## src/sdlp_pkg.sv

```systemverilog
`default_nettype none

package sdlp_pkg;

    localparam int CH_W    = 8;
    localparam int YEAR_W  = 14;
    localparam int MONTH_W = 4;
    localparam int DAY_W   = 5;

    // year, month, day packed from bit 0, padded to whole bytes
    localparam int DATA_BITS = YEAR_W + MONTH_W + DAY_W;
    localparam int M_DATA_W  = ((DATA_BITS + 7) / 8) * 8;

    localparam logic [CH_W-1:0] CHAR_COMMA = 8'h2C;
    localparam logic [CH_W-1:0] CHAR_DASH  = 8'h2D;
    localparam logic [CH_W-1:0] CHAR_ZERO  = 8'h30;
    localparam logic [CH_W-1:0] CHAR_NINE  = 8'h39;

    typedef struct packed {
        logic               emit;
        logic [YEAR_W-1:0]  year;
        logic [MONTH_W-1:0] month;
        logic [DAY_W-1:0]   day;
        logic               list_failed;
        logic               list_end;
    } sdlp_result_t;

endpackage

`default_nettype wire

```

## src/sdlp_core.sv

```systemverilog
`default_nettype none

module sdlp_core (
    input  wire logic                       clk,
    input  wire logic                       rst_n,
    input  wire logic                       step,
    input  wire logic [sdlp_pkg::CH_W-1:0]  ch,
    input  wire logic                       last,
    output sdlp_pkg::sdlp_result_t          res
);
    import sdlp_pkg::*;

    localparam int SHORT_W = 7;
    localparam logic [14:0] RECIP_25 = 15'd20972; // ceil(2^19 / 25)

    typedef struct packed {
        logic [1:0]         pi;
        logic [2:0]         dc;
        logic [YEAR_W-1:0]  acc;
        logic [YEAR_W-1:0]  fp;
        logic [SHORT_W-1:0] sp;
        logic               f4;
        logic               err;
    } parse_t;

    function automatic parse_t close_part(parse_t p, logic more);
        parse_t q;
        q = p;
        if (p.pi == 2'd0)
        begin
            if (p.dc == 3'd4)
                q.f4 = 1'b1;
            else if (p.dc == 3'd2)
                q.f4 = 1'b0;
            else
                q.err = 1'b1;
            q.fp = p.acc;
        end
        else if (p.pi == 2'd1)
        begin
            if (p.dc != 3'd2 || (more && !p.f4))
                q.err = 1'b1;
            q.sp = p.acc[SHORT_W-1:0];
        end
        else
        begin
            if (p.dc != 3'd2 || more)
                q.err = 1'b1;
        end
        if (more && p.pi < 2'd2)
            q.pi = p.pi + 2'd1;
        q.dc = 3'd0;
        if (more)
            q.acc = '0;
        return q;
    endfunction

    // y divisible by 25, by reciprocal; exact for all 14-bit years
    function automatic logic is_leap(logic [YEAR_W-1:0] y);
        logic [28:0]       prod;
        logic [9:0]        q;
        logic [YEAR_W-1:0] back;
        logic              div25;
        prod  = {15'b0, y} * {14'b0, RECIP_25};
        q     = prod[28:19];
        back  = ({4'b0, q} << 4) + ({4'b0, q} << 3) + {4'b0, q};
        div25 = (back == y);
        return (y[1:0] == 2'b00) && (!div25 || y[3:0] == 4'd0);
    endfunction

    function automatic logic calendar_ok(logic [YEAR_W-1:0] y, logic [SHORT_W-1:0] m,
                                         logic [SHORT_W-1:0] d);
        logic ok;
        if (y > 14'd9999 || m > 7'd12)
            ok = 1'b0;
        else if (m == 7'd0)
            ok = (y == '0) ? (d >= 7'd1 && d <= 7'd31) : (d == 7'd0);
        else if (d == 7'd0)
            ok = 1'b1;
        else
        begin
            case (m)
                7'd4, 7'd6, 7'd9, 7'd11: ok = (d <= 7'd30);
                7'd2:                    ok = (d == 7'd29) ? is_leap(y) : (d <= 7'd28);
                default:                 ok = (d <= 7'd31);
            endcase
        end
        return ok;
    endfunction

    parse_t             cur_reg, cur_next;
    logic               pp_reg, pp_next;
    logic               phy_reg, phy_next;
    logic               phm_reg, phm_next;
    logic               phd_reg, phd_next;
    logic [YEAR_W-1:0]  py_reg, py_next;
    logic [MONTH_W-1:0] pm_reg, pm_next;

    always_comb
    begin
        parse_t             p;
        logic               is_digit;
        logic               ends;
        logic               ok;
        logic               hy, hm, hd;
        logic [YEAR_W-1:0]  y;
        logic [SHORT_W-1:0] m, d;
        logic [1:0]         np;

        p        = cur_reg;
        is_digit = (ch >= CHAR_ZERO) && (ch <= CHAR_NINE);
        ends     = last;
        ok       = 1'b1;
        hy = 1'b0; hm = 1'b0; hd = 1'b0;
        y  = '0;   m  = '0;   d  = '0;
        np = 2'd0;

        pp_next  = pp_reg;
        phy_next = phy_reg;
        phm_next = phm_reg;
        phd_next = phd_reg;
        py_next  = py_reg;
        pm_next  = pm_reg;

        res = '0;

        if (is_digit)
        begin
            if (p.dc < 3'd4)
                p.acc = {p.acc[10:0], 3'b000} + {p.acc[12:0], 1'b0} + {10'b0, ch[3:0]};
            if (p.dc < 3'd7)
                p.dc = p.dc + 3'd1;
        end
        else if (ch == CHAR_DASH)
        begin
            p = close_part(p, 1'b1);
            if (last)
                p.err = 1'b1;
        end
        else if (ch == CHAR_COMMA)
            ends = 1'b1;
        else
            p.err = 1'b1;

        if (ends)
        begin
            p  = close_part(p, 1'b0);
            np = p.pi;  // part count minus one
            if (p.f4)
            begin
                y  = p.fp;
                hy = 1'b1;
                if (np >= 2'd1)
                begin
                    m  = p.sp;
                    hm = 1'b1;
                end
                if (np == 2'd2)
                begin
                    d  = p.acc[SHORT_W-1:0];
                    hd = 1'b1;
                end
            end
            else if (!pp_reg)
                ok = 1'b0;
            else if (np == 2'd1)
            begin
                if (phy_reg && !phm_reg)
                    ok = 1'b0;
                y  = py_reg;
                m  = p.fp[SHORT_W-1:0];
                d  = p.sp;
                hm = 1'b1;
                hd = 1'b1;
            end
            else if (np == 2'd0)
            begin
                if (phm_reg && !phd_reg)
                begin
                    y  = py_reg;
                    m  = p.fp[SHORT_W-1:0];
                    hm = 1'b1;
                end
                else if (phd_reg && !(phy_reg && !phm_reg))
                begin
                    y  = py_reg;
                    m  = {3'b0, pm_reg};
                    d  = p.fp[SHORT_W-1:0];
                    hd = 1'b1;
                end
                else
                    ok = 1'b0;
            end
            else
                ok = 1'b0;

            if (ok && !pp_reg && y == '0)
                ok = 1'b0;
            if (ok && !calendar_ok(y, m, d))
                ok = 1'b0;
            if (!ok)
                p.err = 1'b1;

            res.emit = 1'b1;
            if (ok && !p.err)
            begin
                pp_next    = 1'b1;
                phy_next   = hy;
                phm_next   = hm;
                phd_next   = hd;
                py_next    = y;
                pm_next    = m[MONTH_W-1:0];
                res.year   = y;
                res.month  = m[MONTH_W-1:0];
                res.day    = d[DAY_W-1:0];
            end

            // comma on the final character leaves an empty date behind it
            if (ch == CHAR_COMMA && last)
            begin
                p.err     = 1'b1;
                res.year  = '0;
                res.month = '0;
                res.day   = '0;
            end

            res.list_failed = p.err;
            res.list_end    = last;

            if (last)
            begin
                p        = '0;
                pp_next  = 1'b0;
                phy_next = 1'b0;
                phm_next = 1'b0;
                phd_next = 1'b0;
                py_next  = '0;
                pm_next  = '0;
            end
            else
            begin
                p.pi  = '0;
                p.dc  = '0;
                p.acc = '0;
                p.fp  = '0;
                p.sp  = '0;
                p.f4  = 1'b0;
            end
        end

        cur_next = p;
    end

    always_ff @(posedge clk or negedge rst_n)
    begin
        if (!rst_n)
        begin
            cur_reg <= '0;
            pp_reg  <= 1'b0;
            phy_reg <= 1'b0;
            phm_reg <= 1'b0;
            phd_reg <= 1'b0;
            py_reg  <= '0;
            pm_reg  <= '0;
        end
        else if (step)
        begin
            cur_reg <= cur_next;
            pp_reg  <= pp_next;
            phy_reg <= phy_next;
            phm_reg <= phm_next;
            phd_reg <= phd_next;
            py_reg  <= py_next;
            pm_reg  <= pm_next;
        end
    end

endmodule

`default_nettype wire

```

## src/sgf_date_list_parser_top.sv

```systemverilog
// Date list parser: one character of a comma-separated date list per transfer.
//
// Slave stream : s_tdata carries the character, s_tlast marks the final
//                character of the list.
// Master stream: one transfer per comma and one for the final character.
//                m_tdata holds the resolved year, month and day, m_tuser is
//                the sticky list failure flag (fields then read zero),
//                m_tlast marks the result for the last date of the list.
//
// A character taken is held in the input register and parsed from there; its
// result is captured in the result register when the character is processed.
// One character per cycle while the output is not stalled, set by the single
// combinational parse step between the input and result registers. A character
// that ends no date gives no output transfer.
//
// Reset clears the parse state, the preceding-date record and the valid bits
// of both registers. While a result waits and m_tready is low the result
// register holds; characters that end no date still pass through, and the
// stall only reaches s_tready once the held character would produce a second result.
`default_nettype none

module sgf_date_list_parser_top (
    input  wire logic                          clk,
    input  wire logic                          rst_n,
    input  wire logic                          s_tvalid,
    output logic                               s_tready,
    input  wire logic [sdlp_pkg::CH_W-1:0]     s_tdata,   // [7:0] ch
    input  wire logic                          s_tlast,   // last
    output logic                               m_tvalid,
    input  wire logic                          m_tready,
    output logic [sdlp_pkg::M_DATA_W-1:0]      m_tdata,   // [13:0] year, [17:14] month,
                                                          // [22:18] day, rest zero
    output logic                               m_tuser,   // [0] list_failed
    output logic                               m_tlast    // list_end
);
    import sdlp_pkg::*;

    logic              in_valid_reg;
    logic [CH_W-1:0]   in_ch_reg;
    logic              in_last_reg;

    logic              out_valid_reg;
    logic [YEAR_W-1:0] out_year_reg;
    logic [MONTH_W-1:0] out_month_reg;
    logic [DAY_W-1:0]  out_day_reg;
    logic              out_failed_reg;
    logic              out_end_reg;

    sdlp_result_t      res;
    logic              out_free;
    logic              proc;

    assign out_free = !out_valid_reg || m_tready;
    assign proc     = in_valid_reg && (!res.emit || out_free);
    assign s_tready = !in_valid_reg || proc;

    sdlp_core u_core (
        .clk   (clk),
        .rst_n (rst_n),
        .step  (proc),
        .ch    (in_ch_reg),
        .last  (in_last_reg),
        .res   (res)
    );

    always_ff @(posedge clk or negedge rst_n)
    begin
        if (!rst_n)
            in_valid_reg <= 1'b0;
        else if (s_tready)
            in_valid_reg <= s_tvalid;
    end

    always_ff @(posedge clk)
    begin
        if (s_tready && s_tvalid)
        begin
            in_ch_reg   <= s_tdata;
            in_last_reg <= s_tlast;
        end
    end

    always_ff @(posedge clk or negedge rst_n)
    begin
        if (!rst_n)
            out_valid_reg <= 1'b0;
        else if (out_free)
            out_valid_reg <= proc && res.emit;
    end

    always_ff @(posedge clk)
    begin
        if (proc && res.emit)
        begin
            out_year_reg   <= res.year;
            out_month_reg  <= res.month;
            out_day_reg    <= res.day;
            out_failed_reg <= res.list_failed;
            out_end_reg    <= res.list_end;
        end
    end

    assign m_tvalid = out_valid_reg;
    assign m_tdata  = {{(M_DATA_W - DATA_BITS){1'b0}}, out_day_reg, out_month_reg,
                       out_year_reg};
    assign m_tuser  = out_failed_reg;
    assign m_tlast  = out_end_reg;

endmodule

`default_nettype wire
```

## config.mk

```make
export PLATFORM = sky130hd
export DESIGN_NAME = sgf_date_list_parser_top
export DESIGN_NICKNAME = d
export VERILOG_FILES = /design/src/sdlp_pkg.sv /design/src/sdlp_core.sv /design/src/sgf_date_list_parser_top.sv
export SDC_FILE = /design/constraint.sdc
export NUM_CORES = 1
export LEC_CHECK = 0
export ABC_AREA = 1
export BUFFER_PORTS_ARGS = -buffer_cell sky130_fd_sc_hd__buf_4
export CAP_MARGIN = 20
export CORE_ASPECT_RATIO = 1.5
export CORE_UTILIZATION = 40
export DETAILED_ROUTE_END_ITERATION = 12
export SYNTH_ARGS = -nofsm -noshare
export SYNTH_HDL_FRONTEND = slang
export SYNTH_SLANG_ARGS = --single-unit
export TNS_END_PERCENT = 100
```

## constraint.sdc

```tcl
create_clock -name clk -period 19.7 [get_ports clk]
set_input_delay 1.97 -clock clk [delete_from_list [all_inputs] [get_ports clk]]
set_output_delay 1.97 -clock clk [all_outputs]
set_load 0.005 [all_outputs]
```

==> impl_metrics.csv, run 1 <==
group,metric,value,unit
clocking,postCtsHoldBufs,0,
power,power.switching,223,µW
min_path,hp-class,"reg2reg",
power,power_density,51.0,mW/mm²
power,power_switching_share,0.371,
die,floorplan.initialDensity,0.409,
synthesis,netlist_area,0.0109,mm²
sta,post_layout_min_period,11980,ps
layout,most_used_cells_in_the_layout_excluding_fill_and_tap_cells,"nand2_1, inv_1, ha_1",
layout,layout.core_utilization,0.442,
grt,grt_first_pass_wirelength,51200,µm
synthesis,number_of_enable_type_register_cells_in_the_synthesized_netlist,34,
drt,route.antenna.remaining_nets,0,
clocking,cts_sinks,100,
min_path,launch_instance_of_the_worst_min_delay_path,"u_core.pm_reg[0]",
power,combPwrFrac,0.310,
grt,use_met1,0.240,
grt,grt_max_degree,67,
worst_setup_path,crit_path_frequent_cell,"nand2_1",
grt,grt_use_met2,0.474,
sta,timing.max_slew.rel_slack,0.280,
layout,layout-drive-gt1-share,0.0639,
power,power.share.clock,0.299,
worst_setup_path,cpPeakStageDelay,560,ps
die,die_area,0.0280,mm²
worst_setup_path,timing.critical_path.slowest_stage_cell,"fa_1",
worst_setup_path,cell_family_with_the_largest_share_of_critical_path_delay,"simple AND/OR/NAND/NOR gates",
flow_run,timing.max_cap.violations,0,
synthesis,dominantRegCellSynth,"dfrtp_1",
worst_setup_path,reg2regPathDepth,56,
clocking,cts_made_buffers,9,
die,fp.coreArea,0.0267,mm²
power,vdd_ir_drop_max,36.5,µV
layout,area_delta_synth_final,7.93,%
worst_setup_path,critPathLaunchType,"flip-flop",
layout,final_nets,1693,
die,io_pins,41,
synthesis,synth_warnings,0,
synthesis,synth.net_count,1678,
synthesis,share_of_the_yosys_chip_area_belonging_to_registers,0.245,
grt,grt_pass1_vias,9727,
power,pwr-share-seq,0.391,
outcome,run_status,"complete, no violations",
worst_setup_path,cp_data_required_time,19960,ps
synthesis,post_synth_inst_count,1450,
drt,drtPass1Iterations,6,
synthesis,postSynth.asyncResetShare,0.660,
sta,finalSetupViolations,0,
worst_setup_path,r2r_setup_slack,7720,ps
clocking,cts_tree,"yes",
worst_setup_path,worst-endpoint-arrival,12240,ps
worst_setup_path,critPathLaunch,"in_ch_reg[2]",
clocking,worstSkewPairLatency,370,ps
min_path,timing.hold.worst_endpoint,"u_core.pm_reg[0]",
layout,largest_register_ff_count,42,
worst_setup_path,regToRegStartpoint,"in_ch_reg[2]",
worst_setup_path,reg2reg_to,"u_core.py_reg[10]",
die,std_cell_rows,73,
sta,fmaxAchievable,83.5,MHz
power,p_leak,0.00651,µW
clocking,post_cts_repair_resize_count,0,
drt,route.detailed.wl_per_inst,17.7,µm
clocking,clk_path_buf_depth,2,
clocking,cts.htree.levels,3,
worst_setup_path,crit_path_max_fanout,24,
layout,num_antenna_cells,0,
place,buffer_ports.inserted,39,
drt,detail_route.iter0.violations,584,
power,fin_total_pwr,600,µW
clocking,clk_pin_slew,70,ps
place,numPlacedInstances,1791,
drt,detailroute.via_count,9496,
sta,final_min_period_over_clock_period,0.608,
worst_setup_path,timing_worst_setup_path_type,"reg2reg",
drt,postRouteWirelength,31900,µm
die,die-height,204,µm
drt,route.detailed.drc,0,
synthesis,number_of_distinct_library_cells_after_synthesis,40,
place,dp_hpwl,26400,µm
grt,grt.overflow.total,0,
layout,layout_commonest_cell,"nand2_1",
worst_setup_path,worstSetupEndpointType,"flip-flop",
sta,skew,10.8,ps
clocking,ctsRootBufferMaster,"clkbuf_16",
sta,final.setup.tns,0,ps
drt,drt-vias-per-instance,5.26,
min_path,hold-path-cell-count,2,
grt,busiest_layer,"met2",
power,internal_power,378,µW
synthesis,synth_area_per_cell,7.53,µm²
grt,grt_antenna_before_repair,0,
layout,stdcell_count,1807,
sta,grt_setup_unrepaired,"false",
grt,globalRouteTotalUtil,0.244,
place,gp_routability_congestion,0.940,
sta,timing.final.hold_violations,0,
sta,max_slew.worst_pin.slew,1080,ps
clocking,cts_setup_buffers,0,
die,overall_die_width,137,µm
synthesis,postSynthRegisterBits,100,
grt,met3_usage,0.0233,
sta,timing.final.max_slew_violations,0,
worst_setup_path,worstPathBufferInverterCount,9,
sta,timing.hold.ws,473,ps
[metal layers]
layer,share of wire,routed length (µm),vias up
li1,-,-,4658
met1,0.36,11400,4560
met2,0.56,17800,189
met3,0.023,722,89
met4,0.064,2040,0
met5,0,0,-
[logic make-up (layout without fill, tap and decap cells)]
group,count (synthesis),after routing,share of synthesized area
xor+xnor,24,24,0.0193
buf+inv,285,305,0.102
flops,100,100,0.245
other cells,1,1,0.000344
fa+ha+maj,215,215,0.293
simple gates,646,646,0.249
compound gates,179,179,0.0918
[power by group through the flow]
stage | Combinational [µW] | Clock, µW | Sequential, µW
after global placement | 185 | 0 | 239
after CTS | 188 | 182 | 235
after floorplan | 134 | 0 | 233
after global routing | 213 | 189 | 236
final | 186 | 179 | 235
after detailed placement | 186 | 0 | 239
[worst reg2reg max path, delay by kind of cell (launching register included)]
family                   cells  cell delay [ps]
AND/OR/NAND/NOR             28             4450
adder cells (fa/ha/maj)      8             3500
AO/OA/AOI/OAI                9             1580
buffers and inverters        9             1290
XOR/XNOR                     2              570
flip-flops                   1              470
[synthesized netlist by cell type (3+ instances only)]
| cell | instances | area (µm²) |
|---|---|---|
| a22o_1 | 4 | 35.0 |
| xnor2_1 | 10 | 87.6 |
| nand2_1 | 353 | 1330 |
| clkbuf_1 | 20 | 75.1 |
| inv_1 | 239 | 897 |
| dfrtp_1 | 66 | 1650 |
| or2_2 | 7 | 43.8 |
| nor2_4 | 5 | 56.3 |
| inv_2 | 6 | 22.5 |
| nand4_1 | 16 | 100 |
| nand3_1 | 102 | 510 |
| o21ai_1 | 6 | 30.0 |
| o22ai_1 | 20 | 125 |
| fa_1 | 67 | 1340 |
| xor2_1 | 14 | 123 |
| buf_2 | 14 | 70.1 |
| nor2_2 | 3 | 18.8 |
| edfxtp_1 | 34 | 1020 |
| o21bai_1 | 12 | 90.1 |
| nand2_2 | 9 | 56.3 |
| ha_1 | 148 | 1850 |
| nor2_1 | 135 | 507 |
| a21oi_1 | 52 | 260 |
| o21ai_0 | 74 | 370 |
| nor3_1 | 7 | 35.0 |
| nand3b_1 | 7 | 52.6 |
| buf_4 | 4 | 30.0 |
[stage by stage]
step	setup slack [ps]	cell area [µm²]
after floorplan	10020	10900
after global placement	7650	11500
after detailed placement	7780	11500
after CTS	7710	11800
after global routing	6460	11800
final	7720	11800
[layout make-up]
class	instances	area, µm²
clock buffers	9	225
clock inverters	7	65.1
fillers	2775	14900
inverters	245	920
multi-input cells	1065	7140
flip-flops and latches	100	2670
well taps	337	422
repair buffers	44	338
[worst max path at each step]
stage / endpoint / slack, ps / cells after the start
floorplan: out_year_reg[7] / 10020 / 60
global placement: out_year_reg[1] / 7650 / 53
detailed placement: u_core.py_reg[4] / 7780 / 56
CTS: u_core.py_reg[7] / 7710 / 56
global route: u_core.py_reg[2] / 6460 / 56
finish: u_core.py_reg[10] / 7720 / 56
Power figures use the tool's default switching activity.
==> run 2: changes to the inputs <==
==> constraint.sdc (replaced) <==
create_clock -name clk -period 10.7 [get_ports clk]
set_input_delay 1.07 -clock clk [delete_from_list [all_inputs] [get_ports clk]]
set_output_delay 1.07 -clock clk [all_outputs]
set_load 0.005 [all_outputs]
==> run 2 against run 1 <==
Effect of this change: clock power rose by 99%; clock skew fell by 2.2 ps; wire length rose by 2.4%; final cell count rose by 2.3%; utilization rose by 2.8 points; power rose by 94%; cell area rose by 6.2%; first-iteration DRC count fell by 3.1%; critical endpoint is now out_year_reg[8].
==> impl_metrics.csv, run 2 (same netlist as run 1, synthesis figures left out) <==
group,metric,value,unit
die,die-height,204,µm
drt,detailroute.via_count,9689,
die,floorplan.initialDensity,0.409,
outcome,run_status,"complete, no violations",
clocking,clk_pin_slew,80,ps
clocking,cts.htree.levels,3,
min_path,timing.hold.worst_endpoint,"u_core.pm_reg[0]",
power,internal_power,738,µW
clocking,cts_made_buffers,9,
worst_setup_path,regToRegStartpoint,"u_core.cur_reg[24]",
layout,layout_commonest_cell,"nand2_1",
drt,detail_route.iter0.violations,566,
place,placedInstanceArea,0.0117,mm²
sta,final_min_period_over_clock_period,0.945,
worst_setup_path,crit_path_max_fanout,11,
grt,met3_usage,0.0176,
sta,timing.max_slew.rel_slack,0.270,
place,buffer_ports.inserted,39,
worst_setup_path,crit_path_frequent_cell,"nand2_1",
place,gp_routability_congestion,0.919,
die,die_area,0.0280,mm²
flow_run,timing.max_cap.violations,0,
grt,globalRouteTotalUtil,0.243,
clocking,cts_tree,"yes",
power,pwr-share-seq,0.370,
power,power_switching_share,0.367,
grt,grt_use_met2,0.459,
layout,most_used_cells_in_the_layout_excluding_fill_and_tap_cells,"nand2_1, inv_1, ha_1",
sta,post_layout_min_period,10110,ps
worst_setup_path,reg2regPathDepth,58,
sta,timing.hold.ws,480,ps
drt,drt-vias-per-instance,5.24,
drt,route.detailed.wl_per_inst,17.7,µm
die,io_pins,41,
power,power.switching,427,µW
clocking,cts_sinks,100,
worst_setup_path,timing_worst_setup_path_type,"reg2reg",
layout,largest_register_ff_count,42,
min_path,hp-class,"reg2reg",
sta,max_slew.worst_pin.slew,1100,ps
sta,fmaxAchievable,98.9,MHz
sta,skew,8.57,ps
power,p_leak,0.00677,µW
layout,num_antenna_cells,0,
clocking,worstSkewPairLatency,360,ps
grt,use_met1,0.248,
worst_setup_path,critPathLaunchType,"flip-flop",
drt,route.detailed.drc,0,
power,combPwrFrac,0.325,
drt,route.antenna.remaining_nets,0,
worst_setup_path,r2r_setup_slack,590,ps
die,std_cell_rows,73,
sta,final.setup.tns,0,ps
drt,drtPass1Iterations,5,
grt,grt_pass1_vias,9815,
power,power_density,93.0,mW/mm²
clocking,clk_path_buf_depth,2,
sta,timing.final.hold_violations,0,
min_path,launch_instance_of_the_worst_min_delay_path,"u_core.pm_reg[0]",
power,vdd_ir_drop_max,71.9,µV
grt,grt_antenna_before_repair,0,
clocking,postCtsHoldBufs,0,
grt,grt_first_pass_wirelength,51100,µm
layout,final_design_area_no_fill,0.0125,mm²
worst_setup_path,worst-endpoint-arrival,10220,ps
sta,finalSetupViolations,0,
drt,postRouteWirelength,32700,µm
grt,busiest_layer,"met2",
min_path,hold-path-cell-count,2,
worst_setup_path,cp_data_required_time,10810,ps
layout,n_fill_cell,2695,
clocking,ctsRootBufferMaster,"clkbuf_16",
die,fp.coreArea,0.0267,mm²
layout,final_nets,1735,
layout,area_delta_synth_final,14.7,%
grt,grt_max_degree,67,
die,overall_die_width,137,µm
sta,timing.final.max_slew_violations,0,
layout,layout-drive-gt1-share,0.128,
place,dp_hpwl,26300,µm
worst_setup_path,timing.critical_path.slowest_stage_cell,"fa_1",
worst_setup_path,reg2reg_to,"out_year_reg[8]",
power,power.share.clock,0.305,
worst_setup_path,cpPeakStageDelay,570,ps
grt,grt.overflow.total,0,
worst_setup_path,worstSetupEndpointType,"flip-flop",
-- run 2: cell types whose count changed in the layout (fill, tap and decap cells not counted), moves of 5 or more --
| cell | delta |
|---|---|
| buf_4 | +36 |
| nand2_1 | -19 |
| nand2_2 | +14 |
| ha_1 | -9 |
| o21ai_0 | -9 |
| a21oi_1 | -8 |
| ha_4 | +8 |
| o21ai_1 | +8 |
| a21oi_2 | +6 |
| inv_1 | -5 |
| nor2_1 | -5 |
-- run 2: repair_timing --
item,4_1_cts,5_1_grt
endpoints found under the setup margin,46,47
pin swaps,2,30
gates cloned,0,1
resized for setup,4,84
buffers inserted,2,12
hold endpoints to repair,0,0
-- run 2: cell type report --
type,instances,area [µm²],share of cell area
repair buffers,86,703,0.0562
clock inverters,7,93.8,0.00750
multi-input cells,1065,7470,0.597
flip-flops and latches,100,2670,0.214
inverters,245,923,0.0738
well taps,337,422,0.0337
clock buffers,9,225,0.0180
-- run 2: layer usage --
metal	vias to the layer above	share of wire
li1	4741	-
met1	4593	0.36
met2	254	0.54
met3	101	0.026
met4	0	0.075
met5	-	0
-- run 2: how the worst max path moves through the flow --
| stage | from | endpoint | cells past startpoint | slack (ps) |
|---|---|---|---|---|
| 3_5_place_dp | in_ch_reg[3] | u_core.py_reg[8] | 58 | -190 |
| 6_report | u_core.cur_reg[24] | out_year_reg[8] | 58 | 590 |
| 4_1_cts | in_ch_reg[3] | u_core.py_reg[0] | 61 | 30 |
| 3_3_place_gp | in_ch_reg[3] | u_core.py_reg[5] | 58 | 3 |
| 2_1_floorplan | in_ch_reg[3] | out_year_reg[7] | 60 | 1020 |
| 5_1_grt | in_ch_reg[3] | out_year_reg[9] | 59 | -20 |
-- run 2: power by group through the flow --
stage	clock, µW	sequential (µW)	combinational [µW]
3_5_place_dp	0	438	355
2_1_floorplan	0	429	247
4_1_cts	359	430	360
6_report	356	430	378
5_1_grt	373	432	428
3_3_place_gp	0	438	354
-- run 2: worst max-delay path, delay by kind of cell, from the launching register on --
kind	cells	cell delay, ps
buffers and inverters	8	750
DFF	1	500
adders and majority gates	11	4090
and+or+nand+nor	25	2290
xor gates and xnor gates	4	650
AOI/OAI and AO/OA	10	1520
-- run 2: metrics by stage --
| stage | util | std cells | power (µW) | setup WS (ps) |
|---|---|---|---|---|
| 2_1_floorplan | - | 1450 | 676 | 1020 |
| 3_3_place_gp | 0.438 | 1817 | 791 | 3.08 |
| 3_5_place_dp | 0.438 | 1817 | 794 | -192 |
| 4_1_cts | 0.451 | 1835 | 1150 | 28.2 |
| 5_1_grt | 0.469 | 1849 | 1230 | -16.1 |
| 6_report | 0.469 | 1849 | 1160 | 589 |
==> run 3: changes to the inputs <==
--- a/config.mk
+++ b/config.mk
@@ -11,6 +11,7 @@
 export CORE_ASPECT_RATIO = 1.5
 export CORE_UTILIZATION = 40
 export DETAILED_ROUTE_END_ITERATION = 12
+export PLACE_DENSITY = 0.65
 export SYNTH_ARGS = -nofsm -noshare
 export SYNTH_HDL_FRONTEND = slang
 export SYNTH_SLANG_ARGS = --single-unit
==> run 3 against run 2 <==
Effect of this change: first-iteration DRC count increased by 3.5%; flip-flop and latch count is the same; sequential power hardly changed; global-route usage hardly changed; clock power fell by 4%; critical path type unchanged; largest cell class unchanged; highest routed layer unchanged.
==> impl_metrics.csv, run 3 (same netlist as run 1, synthesis figures left out) <==
group,metric,value,unit
place,numPlacedInstances,1814,
die,overall_die_width,137,µm
grt,globalRouteTotalUtil,0.243,
power,power_density,93.0,mW/mm²
drt,route.detailed.drc,0,
drt,drt-vias-per-instance,5.28,
sta,fmaxAchievable,98.4,MHz
clocking,worstSkewPairLatency,380,ps
worst_setup_path,critPathLaunchType,"flip-flop",
place,buffer_ports.inserted,39,
place,dp_hpwl,25700,µm
sta,max_slew.worst_pin.slew,1110,ps
place,gp_routability_congestion,0.927,
layout,largest_register_ff_count,42,
grt,grt_pass1_vias,9874,
layout,stdcell_count,1842,
clocking,postCtsHoldBufs,0,
grt,grt_antenna_before_repair,0,
layout,area_delta_synth_final,13.0,%
drt,postRouteWirelength,32400,µm
die,io_pins,41,
sta,timing.max_slew.rel_slack,0.257,
clocking,cts_tree,"yes",
drt,route.antenna.remaining_nets,0,
outcome,run_status,"complete, no violations",
grt,grt.overflow.total,0,
grt,grt_max_degree,67,
sta,post_layout_min_period,10160,ps
layout,most_used_cells_in_the_layout_excluding_fill_and_tap_cells,"nand2_1, inv_1, ha_1",
die,die-height,204,µm
power,fin_total_pwr,1150,µW
clocking,cts_made_buffers,9,
worst_setup_path,cp_data_required_time,10830,ps
worst_setup_path,timing.critical_path.slowest_stage_cell,"fa_1",
worst_setup_path,worst-endpoint-arrival,10290,ps
grt,grt_first_pass_wirelength,51200,µm
die,std_cell_rows,73,
worst_setup_path,timing_worst_setup_path_type,"reg2reg",
power,p_leak,0.00670,µW
die,floorplan.initialDensity,0.409,
sta,final_min_period_over_clock_period,0.950,
worst_setup_path,cpPeakStageDelay,550,ps
layout,layout-drive-gt1-share,0.110,
sta,skew,14.8,ps
sta,timing.final.hold_violations,0,
clocking,clk_path_buf_depth,2,
sta,final.setup.tns,0,ps
power,vdd_ir_drop_max,79.3,µV
drt,drtPass1Iterations,4,
worst_setup_path,worstSetupEndpointType,"flip-flop",
layout,layout_commonest_cell,"nand2_1",
clocking,ctsRootBufferMaster,"clkbuf_16",
flow_run,timing.max_cap.violations,0,
min_path,hp-class,"reg2reg",
die,fp.coreArea,0.0267,mm²
place,placedInstanceArea,0.0117,mm²
die,die_area,0.0280,mm²
drt,route.detailed.wl_per_inst,17.6,µm
worst_setup_path,crit_path_max_fanout,12,
worst_setup_path,crit_path_frequent_cell,"nand2_1",
sta,timing.final.max_slew_violations,0,
layout,final_nets,1728,
drt,detail_route.iter0.violations,586,
layout,final_design_area_no_fill,0.0123,mm²
clocking,clk_pin_slew,80,ps
drt,detailroute.via_count,9721,
layout,num_antenna_cells,0,
clocking,cts.htree.levels,3,
sta,timing.hold.ws,482,ps
clocking,cts_sinks,100,
sta,finalSetupViolations,0,
[run 3: stage by stage]
stage,setup slack [ps],util
3_5_place_dp,145,0.437
2_1_floorplan,1020,-
3_3_place_gp,220,0.437
5_1_grt,-9.35,0.462
4_1_cts,101,0.448
6_report,537,0.462
[run 3: per-layer routing]
layer,GRT usage,routed length [µm]
met2,0.438,17100
met5,0,0
met4,0.201,2690
met1,0.247,11600
met3,0.0293,968
[run 3: final cells by class]
type | count | area [µm²]
inverters | 245 | 926
well taps | 337 | 422
clock inverters | 7 | 78.8
multi-input cells | 1065 | 7360
repair buffers | 79 | 639
clock buffers | 9 | 225
fillers | 2645 | 14300
flip-flops and latches | 100 | 2670
[run 3: what timing repair did]
item	4_1_cts	5_1_grt
gates resized for setup	0	60
endpoints found under the setup margin	0	47
setup buffers	0	11
hold endpoints to repair	0	0
[run 3: final timing paths]
path                                    from  depth (start not counted)  slack, ps            endpoint
setup reg to reg                in_ch_reg[3]                         58        540      out_day_reg[1]
setup / recovery                in_ch_reg[3]                         58        540      out_day_reg[1]
max in group asynchronous              rst_n                          1       9250  u_core.cur_reg[14]
min in group asynchronous              rst_n                          1        790        in_valid_reg
hold reg to reg            u_core.py_reg[13]                          2        480   u_core.py_reg[13]
hold / removal             u_core.py_reg[13]                          2        480   u_core.py_reg[13]
[run 3: worst max-delay path, delay by kind of cell, from the launching register on]
| family | cells | cell delay [ps] |
|---|---|---|
| buffers and inverters | 8 | 740 |
| adders and majority gates | 10 | 4240 |
| xor gates and xnor gates | 3 | 510 |
| DFF | 1 | 390 |
| and+or+nand+nor | 30 | 2960 |
| AOI/OAI and AO/OA | 7 | 1050 |
[run 3: where the power goes]
| part | switching (µW) | total (µW) | internal [µW] |
|---|---|---|---|
| Combinational | 241 | 376 | 134 |
| Sequential | 17.7 | 430 | 413 |
| Clock | 175 | 341 | 166 |
| Total | 434 | 1150 | 713 |
